==> src/design/mpla_pkg.sv <==
// Package for the multiprecision limb ALU: field widths, default sizes,
// mode codes, controller states and the controller/datapath command structs.
// No dependencies.
`timescale 1ns / 1ps
`default_nettype none

package mpla_pkg;

    localparam int LIMB_BITS    = 15;
    localparam int LIMBS_DEF    = 256;
    localparam int NUMBERS_DEF  = 4;
    localparam int MODE_W       = 3;
    localparam int SLOT_W       = 2;
    localparam int IDX_W        = 8;
    localparam int LEAD_W       = 9;
    localparam int BIT_CNT_W    = $clog2(LIMB_BITS);

    localparam logic [MODE_W-1:0] MODE_WRITE = 3'd0;
    localparam logic [MODE_W-1:0] MODE_READ  = 3'd1;
    localparam logic [MODE_W-1:0] MODE_ADD   = 3'd2;
    localparam logic [MODE_W-1:0] MODE_SUB   = 3'd3;
    localparam logic [MODE_W-1:0] MODE_MUL   = 3'd4;
    localparam logic [MODE_W-1:0] MODE_DIV   = 3'd5;

    typedef enum logic [4:0] {
        S_CLEAR, S_IDLE, S_DISP, S_RDCAP,
        S_ARD, S_AEX1, S_AEX2,
        S_DRD, S_DLD, S_DSTEP, S_DWR, S_RCHK,
        S_RRD, S_RWR, S_LRD, S_LEAD, S_DONE
    } t_state;

    typedef enum logic [2:0] {
        LOP_HOLD, LOP_LAST, LOP_IDX, LOP_INC, LOP_DEC
    } t_limb_op;

    typedef enum logic [1:0] {
        RS_AB_LIMB, RS_C_LIMB, RS_C_IDX
    } t_rd_sel;

    typedef enum logic [2:0] {
        WS_NONE, WS_WRITE_LIMB, WS_ARITH, WS_QUOT, WS_ROUND, WS_CLEAR
    } t_wr_sel;

    typedef enum logic [2:0] {
        RES_NONE, RES_READ, RES_LEAD, RES_LEAD_MAX, RES_OVF_SET
    } t_res_op;

    typedef struct packed {
        logic     load;
        t_limb_op limb_op;
        logic     rd_en;
        t_rd_sel  rd_sel;
        t_wr_sel  wr_sel;
        logic     prod_ld;
        logic     carry_clr;
        logic     rem_clr;
        logic     div_init;
        logic     div_step;
        logic     ovf_upd;
        t_res_op  res;
    } t_cmd;

    typedef struct packed {
        logic [MODE_W-1:0] mode;
        logic              idx_ok;
        logic              x_zero;
        logic              limb_first;
        logic              limb_last;
        logic              round_up;
        logic              round_carry;
        logic              clr_last;
    } t_sts;

endpackage

`default_nettype wire

==> src/design/mpla_ctrl.sv <==
// Controller of the multiprecision limb ALU: sequences limb walks, the
// bit-serial divide and the rounding ripple. Depends on mpla_pkg.
`timescale 1ns / 1ps
`default_nettype none

module mpla_ctrl
    import mpla_pkg::*;
(
    input  wire logic i_clk,
    input  wire logic i_rst_n,
    input  wire logic i_in_valid,
    input  wire logic i_out_free,
    input  wire t_sts i_sts,
    output t_cmd      o_cmd,
    output logic      o_in_ready,
    output logic      o_push
);

    t_state                r_state, n_state;
    logic [BIT_CNT_W-1:0]  r_bit, n_bit;
    logic                  w_bit_last;

    assign w_bit_last = (r_bit == BIT_CNT_W'(LIMB_BITS - 1));

    always_ff @(posedge i_clk) begin
        if (!i_rst_n) begin
            r_state <= S_CLEAR;
            r_bit   <= '0;
        end else begin
            r_state <= n_state;
            r_bit   <= n_bit;
        end
    end

    // next state
    always_comb begin
        n_state = r_state;
        n_bit   = r_bit;
        unique case (r_state)
            S_CLEAR: if (i_sts.clr_last) n_state = S_IDLE;
            S_IDLE:  if (i_in_valid) n_state = S_DISP;
            S_DISP: begin
                priority if (i_sts.mode == MODE_WRITE) begin
                    n_state = S_DONE;
                end else if (i_sts.mode == MODE_READ) begin
                    n_state = i_sts.idx_ok ? S_RDCAP : S_DONE;
                end else if (i_sts.mode == MODE_ADD || i_sts.mode == MODE_SUB ||
                             i_sts.mode == MODE_MUL) begin
                    n_state = S_ARD;
                end else if (i_sts.mode == MODE_DIV) begin
                    n_state = (i_sts.x_zero || !i_sts.idx_ok) ? S_DONE : S_DRD;
                end else begin
                    n_state = S_DONE;
                end
            end
            S_RDCAP: n_state = S_DONE;
            S_ARD:   n_state = S_AEX1;
            S_AEX1:  n_state = S_AEX2;
            S_AEX2:  n_state = i_sts.limb_first ? S_DONE : S_ARD;
            S_DRD:   n_state = S_DLD;
            S_DLD: begin
                n_state = S_DSTEP;
                n_bit   = '0;
            end
            S_DSTEP: begin
                n_bit = r_bit + 1'b1;
                if (w_bit_last) n_state = S_DWR;
            end
            S_DWR:   n_state = i_sts.limb_last ? S_RCHK : S_DRD;
            S_RCHK:  n_state = i_sts.round_up ? S_RRD : S_LRD;
            S_RRD:   n_state = S_RWR;
            S_RWR: begin
                if (!i_sts.round_carry || i_sts.limb_first) n_state = S_LRD;
                else n_state = S_RRD;
            end
            S_LRD:   n_state = S_LEAD;
            S_LEAD:  n_state = S_DONE;
            S_DONE:  if (i_out_free) n_state = S_IDLE;
            default: n_state = S_CLEAR;
        endcase
    end

    // outputs
    always_comb begin
        o_cmd      = '0;
        o_in_ready = 1'b0;
        o_push     = 1'b0;
        unique case (r_state)
            S_CLEAR: o_cmd.wr_sel = WS_CLEAR;
            S_IDLE: begin
                o_in_ready = 1'b1;
                o_cmd.load = i_in_valid;
            end
            S_DISP: begin
                priority if (i_sts.mode == MODE_WRITE) begin
                    o_cmd.wr_sel = WS_WRITE_LIMB;
                end else if (i_sts.mode == MODE_READ) begin
                    o_cmd.rd_en  = i_sts.idx_ok;
                    o_cmd.rd_sel = RS_C_IDX;
                end else if (i_sts.mode == MODE_ADD || i_sts.mode == MODE_SUB ||
                             i_sts.mode == MODE_MUL) begin
                    o_cmd.limb_op   = LOP_LAST;
                    o_cmd.carry_clr = 1'b1;
                end else if (i_sts.mode == MODE_DIV) begin
                    priority if (i_sts.x_zero) begin
                        o_cmd.res = RES_OVF_SET;
                    end else if (!i_sts.idx_ok) begin
                        o_cmd.res = RES_LEAD_MAX;
                    end else begin
                        o_cmd.limb_op = LOP_IDX;
                        o_cmd.rem_clr = 1'b1;
                    end
                end else begin
                    o_cmd.res = RES_NONE;
                end
            end
            S_RDCAP: o_cmd.res = RES_READ;
            S_ARD: begin
                o_cmd.rd_en  = 1'b1;
                o_cmd.rd_sel = RS_AB_LIMB;
            end
            S_AEX1: o_cmd.prod_ld = 1'b1;
            S_AEX2: begin
                o_cmd.wr_sel = WS_ARITH;
                if (i_sts.limb_first) o_cmd.ovf_upd = 1'b1;
                else o_cmd.limb_op = LOP_DEC;
            end
            S_DRD: begin
                o_cmd.rd_en  = 1'b1;
                o_cmd.rd_sel = RS_AB_LIMB;
            end
            S_DLD:   o_cmd.div_init = 1'b1;
            S_DSTEP: o_cmd.div_step = 1'b1;
            S_DWR: begin
                o_cmd.wr_sel = WS_QUOT;
                if (!i_sts.limb_last) o_cmd.limb_op = LOP_INC;
            end
            S_RCHK: if (i_sts.round_up) o_cmd.limb_op = LOP_LAST;
            S_RRD: begin
                o_cmd.rd_en  = 1'b1;
                o_cmd.rd_sel = RS_C_LIMB;
            end
            S_RWR: begin
                o_cmd.wr_sel = WS_ROUND;
                if (i_sts.round_carry) begin
                    if (i_sts.limb_first) o_cmd.ovf_upd = 1'b1;
                    else o_cmd.limb_op = LOP_DEC;
                end
            end
            S_LRD: begin
                o_cmd.rd_en  = 1'b1;
                o_cmd.rd_sel = RS_C_IDX;
            end
            S_LEAD: o_cmd.res = RES_LEAD;
            S_DONE: o_push = i_out_free;
            default: o_cmd = '0;
        endcase
    end

endmodule

`default_nettype wire

==> config.mk <==
export PLATFORM = sky130hd
export DESIGN_NAME = mpla_ctrl
export DESIGN_NICKNAME = d
export VERILOG_FILES = /design/src/design/mpla_pkg.sv /design/src/design/mpla_ctrl.sv
export SDC_FILE = /design/constraint.sdc
export NUM_CORES = 1
export LEC_CHECK = 0
export BUFFER_PORTS_ARGS = -buffer_cell sky130_fd_sc_hd__buf_2
export CORE_MARGIN = 2
export CORE_UTILIZATION = 54
export DETAILED_ROUTE_END_ITERATION = 8
export GPL_TIMING_DRIVEN = 0
export HOLD_SLACK_MARGIN = 0.12
export PLACE_DENSITY = 0.84
export RECOVER_POWER = 100
export SYNTH_ARGS = -nofsm -noshare
export SYNTH_HDL_FRONTEND = slang
export SYNTH_SLANG_ARGS = --single-unit
==> constraint.sdc <==
create_clock -name i_clk -period 2.1 [get_ports i_clk]
set_input_delay 0.105 -clock i_clk [delete_from_list [all_inputs] [get_ports i_clk]]
set_output_delay 0.105 -clock i_clk [all_outputs]
set_load 0.05 [all_outputs]
==> run summary, run 1 <==
Drt total wl -> 3380 um
Status -> complete, no violations
Critical path, cell by cell -> nand2b_1 > or4_1 > o21ai_0 > buf_2
Die W -> 49.13 um
Die height -> 49.13 um
Reg2Reg Depth -> 4
Worst setup SP type -> flop
CP max stage delay -> 600 ps
Fraction of layout cells with a size suffix above 1 -> 0.3081
CTS clk-pin slew, worst paths -> 60 ps
Sw Ratio -> 0.5571
Die ar. -> 2414 um2
Maximum VDD drop -> 0.8014 mV
GRT overflow -> 0
Hold path depth -> 5
Final RePlAce weighted congestion -> 0.9288
Most frequent cells in the layout -> 19 x buf_2, 16 x nand2_1, 15 x clkbuf_2, 12 x nor2_1
Vias in the first global route -> 1,261
Reg area -> 181.4 um2
Critical path class -> flop to primary output
Initial Util -> 0.5664
Initial antenna violation count -> 0
Multi-input gate area -> 797.0 um2
Pin count of the biggest net entering global routing -> 11
Filler Cell Count -> 179
Clock tree sinks -> 9
Int Pwr -> 0.0005284 W
CTS tree -> done
Post-synthesis cell count -> 146
Worst-margin pin slew -> 906.2 ps
Dpl cells -> 207
Final Instance Count excl. Fillers -> 212
Power share of the combinational group -> 0.696
Clk root buf -> clkbuf_4
Synth Area per Inst -> 7.533 um2
First-pass GRT wire length -> 5671 um
PortBufs -> 34
Total Power -> 0.001193 W
Final setup margin -> 53.92 ps
CP Max Fanout -> 6
Crit path capture type -> primary output
Synth unique cells -> 51
WP data required -> 2000 ps
Count of pins over their slew limit -> 0
Synthesized flop and latch total -> 9
Vias per Instance -> 6.373
CP top delay family -> simple AND/OR/NAND/NOR gates
Sequential Power Share -> 0.189
ANT cells -> 0
Sequential element share of the synthesized area -> 0.1638
Initial drt markers -> 63
Setup violators final -> 0
RSZ-0062 raised after global routing -> false
MaxCap Viol Count -> 0
Overall Global Routing Usage -> 0.3010
Final hold slack -> 303.8 ps
Pre-antenna DRT Iters -> 4
FP Rows -> 16
Io pins -> 35
P_sw -> 0.0006648 W
Slowest CP cell -> or4_1
Max Clock Freq -> 0.4887 GHz
Async S/R FF share, synth -> 0
Final Hold Fails -> 0
CTS max path bufs -> 2
DR DRC count -> 0
Commonest non-fill, non-tap cell in the layout -> buf_2
Dpl ws -> 325.1 ps
Total Negative Setup Slacks -> 0 ps
Avg WL per Cell -> 15.94 um
Clock Latency Late Sink -> 270 ps
Cell Area, Synth -> 1100 um2
Worst EP arrival -> 1940 ps
Fin crit period -> 2046 ps
LEAKAGE -> 0.5735 nW
CP bufs+invs -> 1
Antenna Nets Post-Route -> 0
Final HPWL DP -> 2554 um
Worst hold path class -> primary input to flop
P&R area growth vs syn -> 21.96%
Critical Path Stages -> 4
Via count -> 1,351
Post-synth net total -> 162
Setup bufs post-CTS -> 0
Relative slew slack -> 0.3874
CTS HTree Levels -> 1
Synthesis Warnings -> 0
Num CTS Buffers -> 3
Final Net Count -> 202
Top FF cell, synth -> dfxtp_1
Area of the core -> 1942 um2
Max Clock Skew -> 6.193 ps
PD cells -> 889.5 nW/um2
Final worst-path cycle share -> 0.9743
EDFF count, synth -> 0
Clk pwr share -> 0.115
## repair_timing
action | 4_1_cts | 5_1_grt
hold buffers | 1 | 0
endpoints found under the hold margin | 1 | 0
endpoints found under the setup margin | 0 | 2
resized for setup | 0 | 2
## registers in the layout (all words and copies together), names as in the netlist
| signal | count |
|---|---|
| r_state | 5 |
| r_bit | 4 |
## cell usage after synthesis (2+ instances only)
master	number	area share
nand2b_1	6	0.034
a211oi_1	5	0.034
nor3_1	6	0.027
nor2_1	12	0.041
nor4b_1	2	0.016
o211ai_1	2	0.014
clkbuf_8	4	0.050
nand2_1	16	0.055
and2b_2	2	0.016
a21boi_0	2	0.014
nand3_1	9	0.041
o211a_1	3	0.027
o21ai_0	8	0.036
buf_2	2	0.0091
or3_1	3	0.017
inv_1	3	0.010
nor4_1	3	0.017
or4_1	2	0.014
nor2b_1	2	0.011
dfxtp_1	9	0.16
ha_1	2	0.023
a21oi_1	9	0.041
buf_6	3	0.031
nor3_2	2	0.018
mux2i_1	3	0.027
## metal layers
metal | share of wire | GRT usage | wire length, um | up-vias
li1 | - | - | - | 624
met1 | 0.40 | 0.3688 | 1346 | 612
met2 | 0.46 | 0.4887 | 1548 | 96
met3 | 0.11 | 0.07975 | 371 | 19
met4 | 0.034 | 0.1381 | 114 | 0
met5 | 0 | 0 | 0 | -
## tightest hold or removal path, delay by kind of cell
family / cells / cell delay, ps
AOI/OAI and AO/OA: 3 / 180
buffers and inverters: 1 / 90
and+or+nand+nor: 1 / 140
## final cells by class
type                    count  share of cell area
plain buffers              11             0.08209
clock buffers               4             0.01959
inverters                   4             0.01119
multi-input cells         122              0.5942
flip-flops and latches      9              0.1353
well taps                  27             0.02519
repair buffers             35              0.1325
## through the flow
step                        util  instance area (um2)
after global routing      0.6907                 1341
after global placement    0.6843                 1329
after CTS                 0.7030                 1365
after floorplan                -                 1125
after detailed placement  0.6843                 1329
final                     0.6907                 1341
## cells by family (layout without fill, tap and decap cells)
| family | count (synthesis) | count (layout) | synth area share |
|---|---|---|---|
| buffers and inverters | 15 | 54 | 0.1138 |
| flip-flops | 9 | 9 | 0.1638 |
| adder cells (fa/ha/maj) | 2 | 2 | 0.02275 |
| AO/OA/AOI/OAI | 38 | 38 | 0.2378 |
| multiplexers | 3 | 3 | 0.02730 |
| XOR/XNOR | 1 | 1 | 0.007965 |
| AND/OR/NAND/NOR | 78 | 78 | 0.4266 |
## path summary, 6_finish.rpt
check             startpoint         end  slack [ps]
setup / recovery  r_state[2]   o_cmd[15]          50
hold / removal      i_sts[3]  r_state[2]         300
setup reg to reg  r_state[2]  r_state[0]         240
hold reg to reg     r_bit[2]    r_bit[2]         510
## power by group through the flow
stage | combinational [W] | sequential (W) | clock [W]
3_3_place_gp | 0.000822 | 0.000222 | 0
3_5_place_dp | 0.000835 | 0.000225 | 0
4_1_cts | 0.000839 | 0.000220 | 0.000142
2_1_floorplan | 0.000664 | 0.000213 | 0
6_report | 0.000830 | 0.000225 | 0.000137
5_1_grt | 0.000888 | 0.000226 | 0.000154
No activity file was read; power rests on OpenSTA's default activity.
==> inputs of run 2 (changes only) <==
- CORE_UTILIZATION: 54 -> 51
- PLACE_DENSITY: 0.84 -> 0.8
- clock period: 2.1 -> 1.9 ns (I/O delays scaled with it)
==> run 2 against run 1 <==
- worst setup slack got worse by 12 ps
- cell count unchanged
- die area rose by 5.4%
- critical endpoint unchanged
- global-route usage is 3.1 points lower
- via count down 2.4%
- power up 20%
==> run summary, run 2 (synthesis results as in run 1) <==
Max Clock Freq -> 0.5383 GHz
WP data required -> 1800 ps (-200 ps)
Final Hold Fails -> 0 (unchanged)
Worst hold path class -> primary input to flop
P&R area growth vs syn -> 32.88%
Num CTS Buffers -> 3 (unchanged)
ANT cells -> 0 (unchanged)
Multi-input gate area -> 882.1 um2 (+11%)
Final RePlAce weighted congestion -> 0.9422 (+1.4%)
Final worst-path cycle share -> 0.9778
Worst-margin pin slew -> 463.2 ps (-443.0 ps)
Die W -> 50.44 um (+2.7%)
Antenna Nets Post-Route -> 0 (unchanged)
Placed cell areas -> 1354 um2 (+1.9%)
Post-Route Utilization -> 0.7300 (+0.03928)
Vias in the first global route -> 1,178 (-6.6%)
PD cells -> 979.3 nW/um2 (+10%)
Maximum VDD drop -> 0.8530 mV (+6.4%)
Initial antenna violation count -> 0 (unchanged)
RSZ-0062 raised after global routing -> true
Initial drt markers -> 80 (+27%)
Fin crit period -> 1858 ps
Area of the core -> 2002 um2 (+3.1%)
Pin count of the biggest net entering global routing -> 11 (unchanged)
Design area -> 1461 um2 (+9.0%)
Number of flip-flops in the largest register -> 5 (unchanged)
Clock Latency Late Sink -> 270 ps (about the same)
Commonest non-fill, non-tap cell in the layout -> buf_2
Die height -> 50.44 um (+2.7%)
Critical path class -> flop to primary output
Final HPWL DP -> 2457 um (-3.8%)
Worst setup SP type -> flop
Filler Cell Count -> 156 (-13%)
LEAKAGE -> 0.6168 nW (+7.5%)
FP Rows -> 16 (unchanged)
Overall Global Routing Usage -> 0.2704 (-0.03063)
Avg WL per Cell -> 15.86 um (-0.50%)
Count of pins over their slew limit -> 0 (unchanged)
Io pins -> 35 (unchanged)
Initial Util -> 0.5494 (-0.01699)
Status -> complete, no violations
MaxCap Viol Count -> 0 (unchanged)
Largest regs -> r_state (5), r_bit (4)
Setup violators final -> 0 (unchanged)
CP Max Fanout -> 10 (+4)
Final Net Count -> 202 (unchanged)
Setup bufs post-CTS -> 0 (unchanged)
CTS max path bufs -> 2 (unchanged)
R2R Setup Slk -> 400 ps (+160 ps)
PortBufs -> 34 (unchanged)
CTS clk-pin slew, worst paths -> 70 ps (about the same)
Crit path capture type -> primary output
Relative slew slack -> 0.6868 (+0.2995)
First-pass GRT wire length -> 5278 um (-6.9%)
Largest Register -> r_state
CTS HTree Levels -> 1 (unchanged)
Pre-antenna DRT Iters -> 4 (unchanged)
Most frequent cells in the layout -> 27 x buf_2, 15 x nand2_1, 11 x nor2_1, 9 x nand3_1, 8 x a21oi_1
Max Clock Skew -> 3.004 ps (-3.188 ps)
CTS tree -> done
Via count -> 1,318 (-2.4%)
Vias per Instance -> 6.217 (-2.4%)
Fraction of layout cells with a size suffix above 1 -> 0.4000 (+0.09189)
Final hold slack -> 295.4 ps (-8.404 ps)
Worst EP arrival -> 1760 ps (-180 ps)
Reg area -> 182.7 um2 (+0.69%)
Die ar. -> 2544 um2 (+5.4%)
DR DRC count -> 0 (unchanged)
Clock tree sinks -> 9 (unchanged)
Drt total wl -> 3363 um (-0.50%)
Clk root buf -> clkbuf_4
GRT overflow -> 0 (unchanged)
[run 2: cell count changes in the layout (fill, tap and decap cells not counted), moves of 3 or more]
cell      delta
nor3_2       +3
o21ai_0      -3
buf_2        +8
nor3_1       -3
clkbuf_1     -3
clkbuf_2    -14
buf_4        +5
[run 2: where the power goes]
| group | leakage, nW | internal, W | total [W] | switching [W] |
|---|---|---|---|---|
| combinational | 0.528 | 0.000351 | 0.00102 | 0.000673 |
| sequential | 0.0737 | 0.000214 | 0.000248 | 0.0000342 |
| clock | 0.0150 | 0.0000815 | 0.000159 | 0.0000778 |
| total | 0.617 | 0.000647 | 0.00143 | 0.000784 |
[run 2: cell type report]
type	count	share of cell area
multi-input combinational	122	0.6036
timing repair buffer	35	0.1438
clock buffer	4	0.01798
tap	27	0.02312
inverter	4	0.01027
sequential	9	0.1250
buffer	11	0.07620
[run 2: repair_timing]
action                                 4_1_cts  5_1_grt
setup endpoints to repair                    6       10
pin swaps                                    0        1
resized for setup                           10       18
endpoints found under the hold margin        1        0
hold buffers                                 1        0
[run 2: per-stage QoR]
stage               setup TNS, ps  power (W)  cells  setup WS, ps
floorplan                   -1510  0.0009825    146        -395.9
finish                          0   0.001431    212         42.19
global route               -16.90   0.001490    212        -16.90
global placement                0   0.001176    207         216.2
CTS                             0   0.001376    212         1.318
detailed placement              0   0.001189    207         200.3
[run 2: routing by layer]
layer,GRT usage,share of wire,vias up
met3,0.02679,0.078,5
met4,0.09459,0.012,0
li1,-,-,624
met2,0.4715,0.49,70
met5,0,0,-
met1,0.3443,0.42,619
[run 2: worst paths after layout]
| kind | cells after the start | endpoint | from |
|---|---|---|---|
| max | 5 | o_cmd[15] | r_state[4] |
| min | 4 | r_state[2] | i_sts[4] |
| max reg2reg | 5 | r_state[1] | r_state[1] |
| min reg2reg | 2 | r_bit[2] | r_bit[2] |
[run 2: worst max-delay path, cell delays in order, from the launching register on]
cell and delay, ps:
dfxtp_1 310, buf_6 140, nand2b_2 230, or4_1 560, o21ai_2 90, buf_6 170
